--- config.mk ---
export PLATFORM = sky130hd
export DESIGN_NAME = lru_replacer_top
export DESIGN_NICKNAME = d
export VERILOG_FILES = /design/src/rtl/core/lru_pkg.sv /design/src/rtl/core/lru_replacer_top.sv /design/src/rtl/core/lru_store.sv /design/src/rtl/core/lru_ctrl.sv
export SDC_FILE = /design/constraint.sdc
export NUM_CORES = 1
export LEC_CHECK = 0
export BUFFER_PORTS_ARGS = -buffer_cell sky130_fd_sc_hd__buf_2
export CORE_UTILIZATION = 60
export DETAILED_ROUTE_END_ITERATION = 8
export PLACE_DENSITY = 0.77
export SLEW_MARGIN = 20
export SYNTH_ARGS = -nofsm -noshare
export SYNTH_HDL_FRONTEND = slang
export SYNTH_HIERARCHICAL = 1
export SYNTH_SLANG_ARGS = --single-unit
--- constraint.sdc ---
create_clock -name i_clk -period 12.5 [get_ports i_clk]
set_clock_uncertainty 0.05 [all_clocks]
set_input_delay 0.625 -clock i_clk [delete_from_list [all_inputs] [get_ports i_clk]]
set_output_delay 0.625 -clock i_clk [all_outputs]
set_load 0.05 [all_outputs]
--- src/rtl/core/lru_pkg.sv ---
// shared constants and codes for the lru replacement list
package lru_pkg;

    localparam int ENTRIES_DEF  = 16;
    localparam int KEY_BITS_DEF = 16;

    localparam int ACTION_W = 2;
    localparam int KEY_W    = 16;
    localparam int STATUS_W = 2;
    localparam int OCC_W    = 5;

    localparam logic [ACTION_W-1:0] ACT_INSERT = 2'd0;
    localparam logic [ACTION_W-1:0] ACT_VICTIM = 2'd1;
    localparam logic [ACTION_W-1:0] ACT_ERASE  = 2'd2;

    localparam logic [STATUS_W-1:0] ST_OK        = 2'd0;
    localparam logic [STATUS_W-1:0] ST_EMPTY     = 2'd1;
    localparam logic [STATUS_W-1:0] ST_NOT_FOUND = 2'd2;
    localparam logic [STATUS_W-1:0] ST_FULL      = 2'd3;

endpackage

--- src/rtl/core/lru_replacer_top.sv ---
// top level of the lru replacement list
// Tracks up to ENTRIES distinct keys in insertion order in a single-port-write,
// registered-read key store. Every transfer gives exactly one result. A request
// is handled by one sequencer that walks the store one slot per cycle: a search
// walk over the tracked keys, then, if a key is removed, a shift walk that moves
// every later key down by one slot, then an append for an insert and a result
// cycle. A key that is not found makes the search walk cover every tracked key;
// a request on an empty store or with the unused action code 3 skips both walks.
// The input stalls from the transfer until the result is placed in the output
// register, which holds it until it is taken; a result still waiting there holds
// the sequencer in its result cycle. Only the low KEY_BITS bits of a key are
// stored and compared.
module lru_replacer_top
    import lru_pkg::*;
#(
    parameter int ENTRIES  = ENTRIES_DEF,
    parameter int KEY_BITS = KEY_BITS_DEF
) (
    input  logic                i_clk,
    input  logic                i_rst_n,
    input  logic                i_in_valid,
    output logic                o_in_stall,
    input  logic [ACTION_W-1:0] i_action,
    input  logic [KEY_W-1:0]    i_key,
    output logic                o_out_valid,
    input  logic                i_out_stall,
    output logic [STATUS_W-1:0] o_status,
    output logic [KEY_W-1:0]    o_victim_key,
    output logic [OCC_W-1:0]    o_occupancy
);

    localparam int STORE_W = (KEY_BITS < KEY_W) ? KEY_BITS : KEY_W;
    localparam int IDX_W   = $clog2(ENTRIES);

    logic               mem_we;
    logic [IDX_W-1:0]   mem_waddr;
    logic [STORE_W-1:0] mem_wdata;
    logic [IDX_W-1:0]   mem_raddr;
    logic [STORE_W-1:0] mem_rdata;
    logic [STORE_W-1:0] victim;

    lru_ctrl #(
        .ENTRIES (ENTRIES),
        .STORE_W (STORE_W)
    ) u_ctrl (
        .i_clk       (i_clk),
        .i_rst_n     (i_rst_n),
        .i_in_valid  (i_in_valid),
        .o_in_stall  (o_in_stall),
        .i_action    (i_action),
        .i_key       (i_key[STORE_W-1:0]),
        .o_out_valid (o_out_valid),
        .i_out_stall (i_out_stall),
        .o_status    (o_status),
        .o_victim    (victim),
        .o_occupancy (o_occupancy),
        .o_we        (mem_we),
        .o_waddr     (mem_waddr),
        .o_wdata     (mem_wdata),
        .o_raddr     (mem_raddr),
        .i_rdata     (mem_rdata)
    );

    lru_store #(
        .ENTRIES (ENTRIES),
        .STORE_W (STORE_W)
    ) u_store (
        .i_clk   (i_clk),
        .i_we    (mem_we),
        .i_waddr (mem_waddr),
        .i_wdata (mem_wdata),
        .i_raddr (mem_raddr),
        .o_rdata (mem_rdata)
    );

    assign o_victim_key = KEY_W'(victim);

endmodule

--- src/rtl/core/lru_store.sv ---
// key store memory, one write port and one registered read port
module lru_store
    import lru_pkg::*;
#(
    parameter int ENTRIES   = ENTRIES_DEF,
    parameter int STORE_W   = KEY_BITS_DEF,
    localparam int IDX_W    = $clog2(ENTRIES)
) (
    input  logic               i_clk,
    input  logic               i_we,
    input  logic [IDX_W-1:0]   i_waddr,
    input  logic [STORE_W-1:0] i_wdata,
    input  logic [IDX_W-1:0]   i_raddr,
    output logic [STORE_W-1:0] o_rdata
);

    logic [STORE_W-1:0] r_mem [ENTRIES];
    logic [STORE_W-1:0] r_rdata;

    always_ff @(posedge i_clk) begin
        if (i_we) begin
            r_mem[i_waddr] <= i_wdata;
        end
        r_rdata <= r_mem[i_raddr];
    end

    assign o_rdata = r_rdata;

endmodule

--- src/rtl/core/lru_ctrl.sv ---
// request sequencer: search walk, shift walk, append and result register
module lru_ctrl
    import lru_pkg::*;
#(
    parameter int ENTRIES   = ENTRIES_DEF,
    parameter int STORE_W   = KEY_BITS_DEF,
    localparam int IDX_W    = $clog2(ENTRIES),
    localparam int CNT_W    = $clog2(ENTRIES + 1)
) (
    input  logic                i_clk,
    input  logic                i_rst_n,
    input  logic                i_in_valid,
    output logic                o_in_stall,
    input  logic [ACTION_W-1:0] i_action,
    input  logic [STORE_W-1:0]  i_key,
    output logic                o_out_valid,
    input  logic                i_out_stall,
    output logic [STATUS_W-1:0] o_status,
    output logic [STORE_W-1:0]  o_victim,
    output logic [OCC_W-1:0]    o_occupancy,
    output logic                o_we,
    output logic [IDX_W-1:0]    o_waddr,
    output logic [STORE_W-1:0]  o_wdata,
    output logic [IDX_W-1:0]    o_raddr,
    input  logic [STORE_W-1:0]  i_rdata
);

    localparam logic [2:0] S_IDLE  = 3'd0;
    localparam logic [2:0] S_FIND  = 3'd1;
    localparam logic [2:0] S_SHIFT = 3'd2;
    localparam logic [2:0] S_FIN   = 3'd3;
    localparam logic [2:0] S_OUT   = 3'd4;

    localparam logic [CNT_W-1:0] ONE     = CNT_W'(1);
    localparam logic [CNT_W-1:0] CNT_MAX = CNT_W'(ENTRIES);

    logic [2:0]          r_state,   n_state;
    logic [ACTION_W-1:0] r_action,  n_action;
    logic [STORE_W-1:0]  r_key,     n_key;
    logic [CNT_W-1:0]    r_count,   n_count;
    logic [CNT_W-1:0]    r_idx,     n_idx;
    logic                r_cmp_vld, n_cmp_vld;
    logic [CNT_W-1:0]    r_cmp_idx, n_cmp_idx;
    logic                r_found,   n_found;
    logic [STATUS_W-1:0] r_status,  n_status;
    logic [STORE_W-1:0]  r_victim,  n_victim;
    logic                r_out_valid, n_out_valid;
    logic [STATUS_W-1:0] r_out_status, n_out_status;
    logic [STORE_W-1:0]  r_out_victim, n_out_victim;
    logic [OCC_W-1:0]    r_out_occ, n_out_occ;

    logic             in_xfer;
    logic             out_xfer;
    logic             more;
    logic             hit;
    logic [CNT_W-1:0] shift_dst;
    logic [CNT_W-1:0] cnt_left;

    assign in_xfer   = i_in_valid && (r_state == S_IDLE);
    assign out_xfer  = r_out_valid && !i_out_stall;
    assign more      = r_idx < r_count;
    assign hit       = r_cmp_vld && ((i_rdata == r_key) || (r_action == ACT_VICTIM));
    assign shift_dst = r_cmp_idx - ONE;
    assign cnt_left  = r_count - CNT_W'(r_found);

    always_comb begin
        n_state      = r_state;
        n_action     = r_action;
        n_key        = r_key;
        n_count      = r_count;
        n_idx        = r_idx;
        n_cmp_vld    = r_cmp_vld;
        n_cmp_idx    = r_cmp_idx;
        n_found      = r_found;
        n_status     = r_status;
        n_victim     = r_victim;
        n_out_valid  = r_out_valid && !out_xfer;
        n_out_status = r_out_status;
        n_out_victim = r_out_victim;
        n_out_occ    = r_out_occ;
        o_we         = 1'b0;
        o_waddr      = shift_dst[IDX_W-1:0];
        o_wdata      = i_rdata;
        o_raddr      = r_idx[IDX_W-1:0];

        unique case (r_state)
            S_IDLE: begin
                if (in_xfer) begin
                    n_action  = i_action;
                    n_key     = i_key;
                    n_found   = 1'b0;
                    n_idx     = '0;
                    n_cmp_vld = 1'b0;
                    n_victim  = '0;
                    if ((i_action == ACT_INSERT || i_action == ACT_VICTIM ||
                         i_action == ACT_ERASE) && r_count != '0) begin
                        n_state = S_FIND;
                    end else begin
                        n_state = S_FIN;
                    end
                end
            end
            S_FIND: begin
                n_cmp_vld = more;
                n_cmp_idx = r_idx;
                if (more) begin
                    n_idx = r_idx + ONE;
                end
                if (hit) begin
                    n_found   = 1'b1;
                    n_victim  = (r_action == ACT_VICTIM) ? i_rdata : '0;
                    n_idx     = r_cmp_idx + ONE;
                    n_cmp_vld = 1'b0;
                    n_state   = S_SHIFT;
                end else if (r_cmp_vld && r_cmp_idx == r_count - ONE) begin
                    n_state = S_FIN;
                end
            end
            S_SHIFT: begin
                n_cmp_vld = more;
                n_cmp_idx = r_idx;
                if (more) begin
                    n_idx = r_idx + ONE;
                end
                // move each later key one slot towards the old end
                o_we = r_cmp_vld;
                if (!more && !r_cmp_vld) begin
                    n_state = S_FIN;
                end
            end
            S_FIN: begin
                n_count  = cnt_left;
                n_status = ST_OK;
                case (r_action)
                    ACT_INSERT: begin
                        if (cnt_left >= CNT_MAX) begin
                            n_status = ST_FULL;
                        end else begin
                            o_we    = 1'b1;
                            o_waddr = cnt_left[IDX_W-1:0];
                            o_wdata = r_key;
                            n_count = cnt_left + ONE;
                        end
                    end
                    ACT_VICTIM: begin
                        if (!r_found) begin
                            n_status = ST_EMPTY;
                        end
                    end
                    ACT_ERASE: begin
                        if (!r_found) begin
                            n_status = ST_NOT_FOUND;
                        end
                    end
                    default: begin
                        n_status = ST_OK;
                    end
                endcase
                n_state = S_OUT;
            end
            S_OUT: begin
                if (!r_out_valid || out_xfer) begin
                    n_out_valid  = 1'b1;
                    n_out_status = r_status;
                    n_out_victim = r_victim;
                    n_out_occ    = OCC_W'(r_count);
                    n_state      = S_IDLE;
                end
            end
            default: begin
                n_state = S_IDLE;
            end
        endcase
    end

    always_ff @(posedge i_clk) begin
        if (!i_rst_n) begin
            r_state     <= S_IDLE;
            r_count     <= '0;
            r_cmp_vld   <= 1'b0;
            r_found     <= 1'b0;
            r_out_valid <= 1'b0;
        end else begin
            r_state     <= n_state;
            r_count     <= n_count;
            r_cmp_vld   <= n_cmp_vld;
            r_found     <= n_found;
            r_out_valid <= n_out_valid;
        end
    end

    always_ff @(posedge i_clk) begin
        r_action     <= n_action;
        r_key        <= n_key;
        r_idx        <= n_idx;
        r_cmp_idx    <= n_cmp_idx;
        r_status     <= n_status;
        r_victim     <= n_victim;
        r_out_status <= n_out_status;
        r_out_victim <= n_out_victim;
        r_out_occ    <= n_out_occ;
    end

    assign o_in_stall  = (r_state != S_IDLE);
    assign o_out_valid = r_out_valid;
    assign o_status    = r_out_status;
    assign o_victim    = r_out_victim;
    assign o_occupancy = r_out_occ;

endmodule

==> flow_metrics.tcl <==
set metrics [dict create \
    status "completed" \
    leakagePower_nw 5.27 \
    ff2ff_path_depth 10 \
    post-place-ws_ns 8.50 \
    grt_start_max_net_pins 69 \
    areaGrowthSynthToFinish_pct 12.4 \
    synth_cells 738 \
    p_total_mw 3.64 \
    cts-resized-gates 0 \
    cts_made_buffers 35 \
    dpl_cell_area_um2 14500 \
    drtIter0Drc 840 \
    io_pins 47 \
    p_per_area_nw_per_um2 232 \
    p_comb_frac 0.265 \
    crit_slowest_cell "nor2_2" \
    htree_levels 2 \
    yosysMostFrequentCell "edfxtp_1" \
    gr-total-overflow 0 \
    cp-start-kind "register" \
    num_vias 7139 \
    netlist.area_leader.share 0.699 \
    clock_latency_ns 0.53 \
    yosysTopAreaCell "edfxtp_1" \
    holdPathStages 1 \
    synth-async-reset-ratio 0 \
    dp.cells 1055 \
    core_um2 22700 \
    ant_nets 0 \
    ys_seq_area_frac 0.738 \
    setup_tns_ns 0 \
    diodes 0 \
    p_sw_frac 0.307 \
    drc 0 \
    rsz0062_at_grt "no" \
    worst_setup_path_end_kind "register" \
    layout.cells.non_filler 1119 \
    fillCellCount 1403 \
    ys.flop_type "edfxtp_1" \
    period_needed_ns 4.10 \
    min_path_type "in -> reg" \
    syn_area_per_cell_um2 18.9 \
    max_slew.worst_pin.slew_ns 1.01 \
    fin_area_um2 15700 \
    switching_power_mw 1.12 \
    yosys-top-cells-count "325 x edfxtp_1, 54 x mux4_2, 36 x nand2_1" \
    postCtsSetupBuffers 0 \
    synth_warnings 6 \
    vias_per_cell 6.38 \
    netlist_top_cells_area "edfxtp_1 70%, mux4_2 8.7%, dfxtp_1 3.9%, mux4_1 1.9%, a22oi_1 1.7%" \
    cp_common_cell "ha_1" \
    firstDrtPassIters 7 \
    num_rows 55 \
    layout_setup_ws_ns 8.40 \
    required_ns 12.58 \
    dieArea_um2 23900 \
    io_buffers 46 \
    hold_ws_ns 0.224 \
    grt_pass1_vias 7234 \
    synth.distinct_cells 50 \
    cts_tree "yes" \
    drive_gt1_frac 0.240 \
    syn_area_um2 14000 \
    period_share 0.328 \
    die_h_um 155 \
    grt_pass1_wl_um 43800 \
    cap_viol_max_count 0 \
    multi_input_area_um2 3430 \
    cts_hold_buf 0 \
    track_usage 0.255 \
    slew_headroom 0.325 \
    critPathKind "reg -> reg" \
    wl_um 28900 \
    cts_buffer_depth 3 \
    wl_per_cell_um 25.8 \
    ys_ff_latch 352 \
    crit_fanout 24 \
    hold_viol_final 0 \
    vdd_drop_max_v 0.000144 \
    finalCoreUtilization 0.691 \
    clkPwrFrac 0.289 \
    intPower_mw 2.52 \
    timing.fmax_mhz 244 \
    slew_viol_final 0 \
    fp.dieW_um 155 \
    cpPeakStageDelay_ns 0.80 \
    gp_congestion 0.896 \
    synth-edff-count 325 \
    crit_path_cell_trace "inv_1 -> ha_1 -> ha_1 -> nor3b_4 -> xnor2_2 -> nor3_4 -> nand2_4 -> a21oi_1 -> nand2b_1 -> nor2_2" \
    clk_pin_slew_worst_paths_ns 0.06 \
    dp_hpwl_um 18300 \
    register_area_um2 10300 \
    root_buffer "clkbuf_16" \
    cts_num_sinks 352 \
    cp.arrival_ns 4.19 \
    finalSetupViolations 0 \
    seqPwrFrac 0.446 \
    initial_core_util 0.615 \
    nets 841 \
    antenna_found_initial 0 \
    synthesis.nets 772 \
]
registers in the layout, summed over array words and instances, names as in the netlist:
name                count
u_ctrl/r_state          3
u_store/o_rdata        16
u_ctrl/r_count          5
u_ctrl/r_key           16
u_ctrl/o_occupancy      5
u_ctrl/r_idx            5
u_ctrl/r_victim        16
u_store/r_mem         256
u_ctrl/r_cmp_idx        5
u_ctrl/o_out_valid      1
u_ctrl/r_status         2
u_ctrl/r_action         2
u_ctrl/r_found          1
u_ctrl/o_victim        16
u_ctrl/o_status         2
u_ctrl/r_cmp_vld        1
power groups by stage:
stage / logic [mW] / clock network, mW / registers, mW
finish: 0.965 / 1.05 / 1.62
detailed placement: 0.950 / 0 / 1.64
global placement: 0.915 / 0 / 1.64
CTS: 0.960 / 1.07 / 1.62
floorplan: 0.674 / 0 / 1.62
global route: 1.03 / 1.11 / 1.64
cells by family (layout without fill, tap and decap cells):
kind of cell             after synthesis  after routing  share of synthesized area
XOR/XNOR                              36             36                     0.0231
buffers and inverters                 49            145                     0.0192
AND/OR/NAND/NOR                      131            131                     0.0487
AO/OA/AOI/OAI                         76             76                     0.0370
flip-flops                           352            352                      0.738
multiplexers                          82             82                      0.123
adder cells (fa/ha/maj)               12             12                     0.0108
layout by cell type, fill, tap and decap left out, types with 4 or more instances in the layout:
| cell | synthesis | layout |
|---|---|---|
| edfxtp_1 | 325 | 325 |
| dfxtp_1 | 27 | 27 |
| buf_4 | 7 | 20 |
| clkbuf_1 | 12 | 10 |
| mux4_2 | 54 | 54 |
| buf_2 | 4 | 46 |
| clkbuf_16 | 0 | 36 |
| clkinv_1 | 0 | 5 |
| xor2_1 | 10 | 10 |
| ha_1 | 12 | 12 |
| nor2b_1 | 5 | 4 |
| nor2_1 | 25 | 24 |
| a22oi_1 | 32 | 32 |
| mux2_2 | 4 | 4 |
| o22ai_1 | 6 | 6 |
| o21ai_0 | 9 | 9 |
| nand2_1 | 36 | 36 |
| nor3_1 | 11 | 7 |
| nand4_1 | 7 | 7 |
| bufinv_16 | 0 | 4 |
| inv_1 | 14 | 14 |
| a21oi_1 | 13 | 12 |
| nand3_1 | 9 | 9 |
| mux4_1 | 10 | 10 |
| xnor2_1 | 25 | 25 |
| and2_1 | 19 | 19 |
| mux2_4 | 12 | 12 |
| nor3_2 | 0 | 4 |
final timing paths:
kind / to / slack (ns) / start
setup reg to reg: u_store/r_mem[9][11] / 8.40 / u_ctrl/r_count[0]
setup / recovery: u_store/r_mem[9][11] / 8.40 / u_ctrl/r_count[0]
hold / removal: u_ctrl/r_key[7] / 0.22 / i_key[7]
hold reg to reg: u_ctrl/o_victim[0] / 0.37 / u_ctrl/r_victim[0]
worst max-delay path, delay by kind of cell (launching register included):
kind	cells	cell delay [ns]
buf+inv	1	0.09
compound gates	1	0.64
xor+xnor	1	0.21
simple gates	5	1.83
flops	1	0.43
fa+ha+maj	2	0.45
final cells by class:
class,instances,area share
Sequential cell,352,0.657
Multi-Input combinational cell,337,0.219
Clock buffer,49,0.0624
Timing Repair Buffer,66,0.0242
Tap cell,285,0.0227
Clock inverter,15,0.0119
Inverter,15,0.00359
routing by layer:
metal  wire, um  vias to the layer above  global-route usage
met1      11500                     3657               0.348
met4       1080                        0               0.102
met2      14000                      338               0.410
met3       2270                       63              0.0496
li1           -                     3081                   -
met5          0                        -                   0
Power figures use the tool's default switching activity.
